<file path="src/rtl/rcpd_pkg.sv">
// Shared types and constants for the RC pulse decoder.
// No dependencies; imported by every module of the block.
`default_nettype none

package rcpd_pkg;

	localparam int CFG_IDX_W = 2;
	localparam int CFG_DATA_W = 16;

	typedef enum logic [CFG_IDX_W-1:0] {
		REG_SCALE_RANGE = 2'd0,
		REG_AGE_LIMIT   = 2'd1,
		REG_MIN_WIDTH   = 2'd2,
		REG_MAX_WIDTH   = 2'd3
	} cfg_reg_t;

	localparam logic [14:0] SCALE_RANGE_RST = 15'd1000;
	localparam logic [9:0]  AGE_LIMIT_RST   = 10'd200;
	localparam logic [15:0] MIN_WIDTH_RST   = 16'd800;
	localparam logic [15:0] MAX_WIDTH_RST   = 16'd2200;

	localparam logic [15:0] MID_WIDTH = 16'd1500;
	localparam logic [15:0] DEAD_ZONE = 16'd40;
	localparam logic [15:0] SPAN      = 16'd460;
	localparam logic [9:0]  AGE_MAX   = 10'd1023;

	// ceil(2^36 / 460): exact floor division by 460 for dividends below 2^24
	localparam logic [27:0] RECIP_K     = 28'd149390167;
	localparam int          RECIP_SHIFT = 36;

	localparam int QDEPTH = 4;
	localparam int QPTR_W = $clog2(QDEPTH);

	typedef struct packed {
		logic        mode;
		logic [15:0] capture_count;
	} in_item_t;

	typedef struct packed {
		logic               alive;
		logic        [15:0] width_out;
		logic signed [15:0] scaled_value;
		logic               width_accepted;
	} out_item_t;

	typedef struct packed {
		logic [14:0] scale_range;
		logic [9:0]  age_limit;
		logic [15:0] min_width;
		logic [15:0] max_width;
	} cfg_t;

	// front-to-back transaction
	typedef struct packed {
		logic        alive;
		logic [15:0] width;
		logic        accepted;
	} qent_t;

	typedef struct packed {
		logic push;
		logic pop;
		logic full;
		logic empty;
	} qctl_t;

endpackage

`default_nettype wire

</file>
<file path="src/rtl/rc_pwm_pulse_decoder.sv">
// RC servo pulse decoder top level: configuration registers, front, queue, back.
// Depends on rcpd_pkg, rcpd_front, rcpd_queue and rcpd_back.
//
// Takes one transaction per clock while in_stall is low: a capture edge
// (mode 0) or a millisecond tick (mode 1), and returns one result per
// transaction, in order. The front end updates the edge phase, pulse width
// and signal age in the cycle the transaction is accepted and queues it in
// a four-entry queue; the back end scales the width through four register
// stages (two multiplies, the second a reciprocal for the divide by 460).
// in_stall rises only when the queue is full. Write configuration only while
// no transaction is in flight.
`default_nettype none

module rc_pwm_pulse_decoder import rcpd_pkg::*; #(
	parameter int CAPTURE_BITS = 16
) (
	input  wire logic                  clk,
	input  wire logic                  arst_n,
	input  wire logic                  cfg_wr_en,
	input  wire logic [CFG_IDX_W-1:0]  cfg_index,
	input  wire logic [CFG_DATA_W-1:0] cfg_data,
	input  wire logic                  in_valid,
	output logic                       in_stall,
	input  wire in_item_t              in_item,
	output logic                       out_valid,
	input  wire logic                  out_stall,
	output out_item_t                  out_item
);

	cfg_t  cfg_q;
	qent_t front_entry;
	qent_t head;
	qctl_t qctl;

	always_ff @(posedge clk or negedge arst_n) begin
		if (!arst_n) begin
			cfg_q.scale_range <= SCALE_RANGE_RST;
			cfg_q.age_limit   <= AGE_LIMIT_RST;
			cfg_q.min_width   <= MIN_WIDTH_RST;
			cfg_q.max_width   <= MAX_WIDTH_RST;
		end else if (cfg_wr_en) begin
			unique case (cfg_reg_t'(cfg_index))
				REG_SCALE_RANGE: cfg_q.scale_range <= cfg_data[14:0];
				REG_AGE_LIMIT:   cfg_q.age_limit   <= cfg_data[9:0];
				REG_MIN_WIDTH:   cfg_q.min_width   <= cfg_data;
				REG_MAX_WIDTH:   cfg_q.max_width   <= cfg_data;
				default: ;
			endcase
		end
	end

	assign in_stall = qctl.full;

	rcpd_front #(
		.CAPTURE_BITS(CAPTURE_BITS)
	) u_front (
		.clk     (clk),
		.arst_n  (arst_n),
		.in_valid(in_valid),
		.in_item (in_item),
		.cfg     (cfg_q),
		.q_full  (qctl.full),
		.accept  (qctl.push),
		.entry   (front_entry)
	);

	rcpd_queue u_queue (
		.clk   (clk),
		.arst_n(arst_n),
		.push  (qctl.push),
		.pop   (qctl.pop),
		.din   (front_entry),
		.dout  (head),
		.full  (qctl.full),
		.empty (qctl.empty)
	);

	rcpd_back u_back (
		.clk        (clk),
		.arst_n     (arst_n),
		.head       (head),
		.q_empty    (qctl.empty),
		.scale_range(cfg_q.scale_range),
		.pop        (qctl.pop),
		.out_valid  (out_valid),
		.out_stall  (out_stall),
		.out_item   (out_item)
	);

endmodule

`default_nettype wire

</file>
<file path="src/rtl/rcpd_front.sv">
// Front end: accepts edge and tick transactions, updates the pulse state.
// Depends on rcpd_pkg; pushes one entry per transaction into rcpd_queue.
`default_nettype none

module rcpd_front import rcpd_pkg::*; #(
	parameter int CAPTURE_BITS = 16
) (
	input  wire logic     clk,
	input  wire logic     arst_n,
	input  wire logic     in_valid,
	input  wire in_item_t in_item,
	input  wire cfg_t     cfg,
	input  wire logic     q_full,
	output logic          accept,
	output qent_t         entry
);

	localparam int CW = CAPTURE_BITS;

	logic          phase_q;
	logic [CW-1:0] rise_q;
	logic [15:0]   width_q;
	logic [9:0]    age_q;

	logic          phase_nxt;
	logic [CW-1:0] rise_nxt;
	logic [15:0]   width_nxt;
	logic [9:0]    age_nxt;
	logic          acc_nxt;

	logic [CW+15:0] cap_ext;
	logic [CW-1:0]  cap_m;
	logic [CW-1:0]  diff;
	logic [CW+15:0] diff_ext;
	logic [CW+15:0] min_ext;
	logic [CW+15:0] max_ext;
	logic           in_window;

	assign accept   = in_valid && !q_full;
	assign cap_ext  = {{CW{1'b0}}, in_item.capture_count};
	assign cap_m    = cap_ext[CW-1:0];
	assign diff     = cap_m - rise_q;
	assign diff_ext = {16'd0, diff};
	assign min_ext  = {{CW{1'b0}}, cfg.min_width};
	assign max_ext  = {{CW{1'b0}}, cfg.max_width};
	assign in_window = (diff_ext >= min_ext) && (diff_ext <= max_ext);

	always_comb begin
		phase_nxt = phase_q;
		rise_nxt  = rise_q;
		width_nxt = width_q;
		age_nxt   = age_q;
		acc_nxt   = 1'b0;
		if (in_item.mode) begin
			if (age_q != AGE_MAX) begin
				age_nxt = age_q + 10'd1;
			end
		end else if (!phase_q) begin
			rise_nxt  = cap_m;
			phase_nxt = 1'b1;
		end else begin
			phase_nxt = 1'b0;
			if (in_window) begin
				width_nxt = diff_ext[15:0];
				age_nxt   = '0;
				acc_nxt   = 1'b1;
			end
		end
	end

	assign entry.alive    = age_nxt < cfg.age_limit;
	assign entry.width    = width_nxt;
	assign entry.accepted = acc_nxt;

	always_ff @(posedge clk or negedge arst_n) begin
		if (!arst_n) begin
			phase_q <= 1'b0;
			rise_q  <= '0;
			width_q <= MID_WIDTH;
			age_q   <= '0;
		end else if (accept) begin
			phase_q <= phase_nxt;
			rise_q  <= rise_nxt;
			width_q <= width_nxt;
			age_q   <= age_nxt;
		end
	end

endmodule

`default_nettype wire

</file>
<file path="src/rtl/rcpd_queue.sv">
// Short register queue between front and back end.
// Depends on rcpd_pkg for the entry type and depth.
`default_nettype none

module rcpd_queue import rcpd_pkg::*; (
	input  wire logic  clk,
	input  wire logic  arst_n,
	input  wire logic  push,
	input  wire logic  pop,
	input  wire qent_t din,
	output qent_t      dout,
	output logic       full,
	output logic       empty
);

	qent_t             mem_q [QDEPTH];
	logic [QPTR_W-1:0] wr_ptr_q;
	logic [QPTR_W-1:0] rd_ptr_q;
	logic [QPTR_W:0]   cnt_q;

	assign full  = cnt_q == (QPTR_W+1)'(QDEPTH);
	assign empty = cnt_q == '0;
	assign dout  = mem_q[rd_ptr_q];

	always_ff @(posedge clk) begin
		if (push) begin
			mem_q[wr_ptr_q] <= din;
		end
	end

	always_ff @(posedge clk or negedge arst_n) begin
		if (!arst_n) begin
			wr_ptr_q <= '0;
			rd_ptr_q <= '0;
			cnt_q    <= '0;
		end else begin
			if (push) begin
				wr_ptr_q <= wr_ptr_q + 1'b1;
			end
			if (pop) begin
				rd_ptr_q <= rd_ptr_q + 1'b1;
			end
			if (push && !pop) begin
				cnt_q <= cnt_q + 1'b1;
			end else if (pop && !push) begin
				cnt_q <= cnt_q - 1'b1;
			end
		end
	end

endmodule

`default_nettype wire

</file>
<file path="src/rtl/rcpd_back.sv">
// Back end: deadband, scale by range / 460 and clamp, four register stages.
// Depends on rcpd_pkg; pops entries from rcpd_queue, drives the result port.
`default_nettype none

module rcpd_back import rcpd_pkg::*; (
	input  wire logic  clk,
	input  wire logic  arst_n,
	input  wire qent_t head,
	input  wire logic  q_empty,
	input  wire logic  [14:0] scale_range,
	output logic       pop,
	output logic       out_valid,
	input  wire logic  out_stall,
	output out_item_t  out_item
);

	logic en;

	// stage 1 inputs
	logic signed [16:0] d;
	logic        [16:0] ad;
	logic        [15:0] mag;
	logic               dead;

	logic        v_s1, v_s2, v_s3;
	logic        alive_s1, alive_s2, alive_s3;
	logic [15:0] width_s1, width_s2, width_s3;
	logic        acc_s1, acc_s2, acc_s3;
	logic        neg_s1, neg_s2, neg_s3;
	logic        zero_s1, zero_s2, zero_s3;
	logic        sat_s1, sat_s2, sat_s3;
	logic [8:0]  mag_s1;
	logic [23:0] prod_s2;
	logic [14:0] quo_s3;

	logic [51:0] recip_prod;
	logic [14:0] mag_out;
	logic [15:0] mag_ext;

	out_item_t out_q;
	logic      out_valid_q;

	assign en  = !out_valid_q || !out_stall;
	assign pop = en && !q_empty;

	assign d    = signed'({1'b0, head.width}) - signed'({1'b0, MID_WIDTH});
	assign ad   = d[16] ? 17'(-d) : 17'(d);
	assign dead = ad[15:0] < DEAD_ZONE;
	assign mag  = ad[15:0] - DEAD_ZONE;

	assign recip_prod = {28'd0, prod_s2} * {24'd0, RECIP_K};

	assign mag_out = zero_s3 ? 15'd0 : (sat_s3 ? scale_range : quo_s3);
	assign mag_ext = {1'b0, mag_out};

	always_ff @(posedge clk) begin
		if (en) begin
			alive_s1 <= head.alive;
			width_s1 <= head.width;
			acc_s1   <= head.accepted;
			neg_s1   <= d[16];
			zero_s1  <= dead || !head.alive;
			sat_s1   <= mag >= SPAN;
			mag_s1   <= mag[8:0];

			alive_s2 <= alive_s1;
			width_s2 <= width_s1;
			acc_s2   <= acc_s1;
			neg_s2   <= neg_s1;
			zero_s2  <= zero_s1;
			sat_s2   <= sat_s1;
			prod_s2  <= {15'd0, mag_s1} * {9'd0, scale_range};

			alive_s3 <= alive_s2;
			width_s3 <= width_s2;
			acc_s3   <= acc_s2;
			neg_s3   <= neg_s2;
			zero_s3  <= zero_s2;
			sat_s3   <= sat_s2;
			quo_s3   <= recip_prod[RECIP_SHIFT+14:RECIP_SHIFT];

			out_q.alive          <= alive_s3;
			out_q.width_out      <= width_s3;
			out_q.width_accepted <= acc_s3;
			out_q.scaled_value   <= neg_s3 ? signed'(16'(-mag_ext)) : signed'(mag_ext);
		end
	end

	always_ff @(posedge clk or negedge arst_n) begin
		if (!arst_n) begin
			v_s1        <= 1'b0;
			v_s2        <= 1'b0;
			v_s3        <= 1'b0;
			out_valid_q <= 1'b0;
		end else if (en) begin
			v_s1        <= !q_empty;
			v_s2        <= v_s1;
			v_s3        <= v_s2;
			out_valid_q <= v_s3;
		end
	end

	assign out_valid = out_valid_q;
	assign out_item  = out_q;

endmodule

`default_nettype wire

</file>
<file path="config.mk">
export PLATFORM = sky130hd
export DESIGN_NAME = rc_pwm_pulse_decoder
export DESIGN_NICKNAME = d
export VERILOG_FILES = /design/src/rtl/rcpd_pkg.sv /design/src/rtl/rc_pwm_pulse_decoder.sv /design/src/rtl/rcpd_front.sv /design/src/rtl/rcpd_queue.sv /design/src/rtl/rcpd_back.sv
export SDC_FILE = /design/constraint.sdc
export NUM_CORES = 1
export LEC_CHECK = 0
export ABC_CLOCK_PERIOD_IN_PS = 8550
export BUFFER_PORTS_ARGS = -buffer_cell sky130_fd_sc_hd__buf_2
export CAP_MARGIN = 15
export CORE_MARGIN = 4
export CORE_UTILIZATION = 45
export DETAILED_ROUTE_END_ITERATION = 8
export SLEW_MARGIN = 40
export SYNTH_ARGS = -nofsm -noshare
export SYNTH_HDL_FRONTEND = slang
export SYNTH_SLANG_ARGS = --single-unit
</file>
<file path="constraint.sdc">
create_clock -name clk -period 8.55 [get_ports clk]
set_input_delay 1.71 -clock clk [delete_from_list [all_inputs] [get_ports clk]]
set_output_delay 1.71 -clock clk [all_outputs]
set_load 0.01 [all_outputs]
</file>
==> summary.md <==
| Metric | Value |
|---|---|
| Outcome | `finished clean` |
| Full die area | `approximately 0.069 mm²` |
| Worst-path clk slew | `about 60 ps` |
| Max Cap Violations | `0` |
| Worst path max stage delay | `780 ps` |
| Final Critical Period | `7857 ps` |
| Via count | `18,012` |
| Drc violations | `0` |
| Max-slew violation count | `0` |
| Adder-cell share of the synthesized area | `38.46%` |
| CTS tree | `yes` |
| Syn Nets | `about 3,300` |
| Max Freq | `0.1273 GHz` |
| Post-Route WL | `about 65,000 µm` |
| Final Setup Violations | `0` |
| Setup Buffers After CTS | `0` |
| First-pass GRT wire length | `106,200 µm` |
| Hold slack | `409.5 ps` |
| Reg2reg setup slack | `690 ps` |
| Most common flop cell mapped by yosys | `edfxtp_1` |
| Synth Area in XOR/XNOR | `under 10%` |
| I/O Pins | `76` |
| Worst-Skew Late Latency | `560 ps` |
| Seq/Total Area, Yosys | `31.94%` |
| DRT Pass-1 Iters | `5` |
| # rows | `approximately 90` |
| Nets | `3,372` |
| CP bufs+invs | `6` |
| Vias in the first global route | `19,497` |
| Clk sinks | `327` |
| H-tree levels | `2` |
| Largest net degree at the start of global routing | `82` |
| Crit-path cells | `fa_1, inv_1, fa_1, inv_1, ha_1, inv_1, fa_1, inv_1, fa_1, inv_1, fa_1, inv_1, fa_1, ha_1, nand3_1, o21ai_0, o2111ai_1, a211o_1, a21o_1, and3_1, o31ai_1, and4_1, nor3_1` |
| Max FO, Critical Path | `7` |
| Root Buffer | `clkbuf_16` |
| Mapped Cells | `between 2,000 and 3,000` |
| Syn. warnings | `0` |
| FF-to-FF End | `u_back.quo_s3[14]$_DFFE_PP_` |
| Final setup TNS | `0 ps` |
| Compound-Gate Fraction of Synth Area | `under 10%` |
| Hold path depth | `0` |
| Post-synth EDFFs | `roughly 220` |
| Top delay family on crit path | `adder cells` |
| Period utilization | `roughly nine tenths` |
| Reg2reg start | `u_back.prod_s2[3]$_DFFE_PP_` |
| Cts hold-fix bufs | `0` |
| Worst Path Required | `between 8000 and 9000 ps` |
| CTS max path bufs | `3` |
| Port Buf Inserts | `75` |
| DRT antenna net count | `0` |
| Initial Utilization | `between 40% and 50%` |
| Post-synth cell types | `76` |
| Final hold viol count | `0` |
| Hold path startpoint | `u_back.width_s1[4]$_DFFE_PP_` |
| Main combinational cell family by area after synthesis | `adder cells` |
| Async S/R FF share, synth | `about a third` |
| Worst setup EP type | `flop` |
| Fin cells | `between 3,000 and 4,000` |
| Synth Area in Simple Gates | `7.557%` |
| GPL Wtd Cong | `around 0.93` |
| Worst reg2reg path depth | `23` |
| Core Box Area | `0.06354 mm²` |
| Gr ovfl total | `0` |
| Num CTS Buffers | `38` |
| RSZ-0062 raised after global routing | `no` |
| Dpl hpwl | `53,910 µm` |
| Area Overhead vs Synth | `8.882%` |
| Die height | `262.3 µm` |
| DR vias/cell | `around 5` |
| Synth Cell Area | `0.02909 mm²` |
| Iter 0 DRT Violations | `950` |
| Syn Area/Cell | `11.37 µm²` |
| Hold EP | `u_back.width_s2[4]$_DFFE_PP_` |
| Mux cell area share after synthesis | `5.828%` |
| Antenna cells | `0` |
| Clk_skew | `26.69 ps` |
| Placed Cells | `3,439` |
| Initial antenna violation count | `1` |
| WS Path Type | `reg -> reg` |
| Wire per inst | `18.64 µm` |
| All-layer global routing usage | `about a fifth` |
| HP Class | `reg -> reg` |
| Crit path DAT | `8130 ps` |
| Slew @ Worst Pin | `866.5 ps` |
| Worst setup SP type | `flop` |
| Die width | `approximately 260 µm` |
| Slowest cell on the critical path | `fa_1` |
| FF+latch count, synth | `between 300 and 400` |
| Max_slew headroom | `between 40% and 50%` |
| Share of cells above drive strength 1 | `11.56%` |
| Post_cts resized | `0` |
routing by layer:
metal / GRT usage [%] / up-vias / part of all wire (%)
met1: 26.67 / 9072 / 45
met4: 5.281 / 2 / 2.7
met3: 3.045 / 97 / 4.0
li1: - / 8505 / -
met2: 31.78 / 336 / 48
met5: 0 / - / 0.011
layout by cell type, fill, tap and decap left out, drive strengths merged, types with 60 or more instances in the layout:
master | Yosys | routed
a21oi | 60 | 60
and2 | 62 | 62
buf | 11 | 86
dfrtp | 88 | 88
edfxtp | 216 | 216
fa | 327 | 327
ha | 371 | 371
inv | 572 | 573
mux2 | 95 | 95
nand2 | 162 | 162
nor2 | 79 | 79
o21ai | 74 | 74
cells in the mapped netlist (12+ instances only):
cell	number	area [µm²]
edfxtp_1	216	6486
clkbuf_1	40	150.1
mux2_2	95	1070
xnor2_1	56	490.5
a21oi_1	58	290.3
nand2b_1	12	75.07
dfstp_2	23	604.3
ha_1	371	4642
and2_1	62	387.9
nor2_1	79	296.5
fa_1	327	6546
nor3_1	19	95.09
nand3_1	29	145.1
inv_1	572	2147
o21ai_0	73	365.4
nand4_1	16	100.1
dfrtp_1	88	2202
nor2b_1	13	81.33
nand2_1	160	600.6
a21o_1	39	292.8
xor2_1	26	227.7
mux2i_1	19	190.2
flip-flops by register name, summed over array words and instances, names as in the netlist, 2 cells and up:
| signal | count |
|---|---|
| cfg_q | 57 |
| u_back.mag_s1 | 9 |
| u_back.out_item | 34 |
| u_back.prod_s2 | 24 |
| u_back.quo_s3 | 15 |
| u_back.width_s1 | 15 |
| u_back.width_s2 | 16 |
| u_back.width_s3 | 16 |
| u_front.age_q | 10 |
| u_front.rise_q | 16 |
| u_front.width_q | 16 |
| u_queue.cnt_q | 3 |
| u_queue.mem_q | 72 |
| u_queue.rd_ptr_q | 2 |
| u_queue.wr_ptr_q | 2 |
through the flow:
step | util [%] | area (µm²) | setup WS [ps]
after floorplan | - | 29090 | 1629
after global placement | 47.80 | 30370 | 851.9
after detailed placement | 47.84 | 30400 | 762.4
after CTS | 49.82 | 31660 | 708.4
after global routing | 49.85 | 31670 | 389.6
final | 49.85 | 31670 | 692.8
cell families after synthesis:
group,count (synthesis)
compound gates,247
xor+xnor,83
fa+ha+maj,698
buf+inv,624
flops,327
mux,132
simple gates,448
how the worst max path moves through the flow:
| stage | slack, ps | depth (start not counted) | end | start |
|---|---|---|---|---|
| 6_report | 690 | 23 | u_back.quo_s3[14]$_DFFE_PP_ | u_back.prod_s2[3]$_DFFE_PP_ |
| 3_3_place_gp | 850 | 23 | u_back.quo_s3[14]$_DFFE_PP_ | u_back.prod_s2[3]$_DFFE_PP_ |
| 2_1_floorplan | 1630 | 32 | u_queue.mem_q[0][17]$_DFFE_PP_ | in_item[0] |
| 3_5_place_dp | 760 | 23 | u_back.quo_s3[14]$_DFFE_PP_ | u_back.prod_s2[3]$_DFFE_PP_ |
| 5_1_grt | 390 | 23 | u_back.quo_s3[13]$_DFFE_PP_ | u_back.prod_s2[3]$_DFFE_PP_ |
| 4_1_cts | 710 | 23 | u_back.quo_s3[14]$_DFFE_PP_ | u_back.prod_s2[3]$_DFFE_PP_ |
final cells by class:
class,instances,area (µm²)
well taps,846,1059
inverters,573,2156
clock buffers,51,1030
multi-input cells,1608,17430
flip-flops and latches,327,9294
fillers,5698,31870
repair buffers,86,475.5
clock inverters,19,229.0
Power is not shown: default switching activity piles up to over one toggle a cycle in this logic, so the estimate is an artifact.
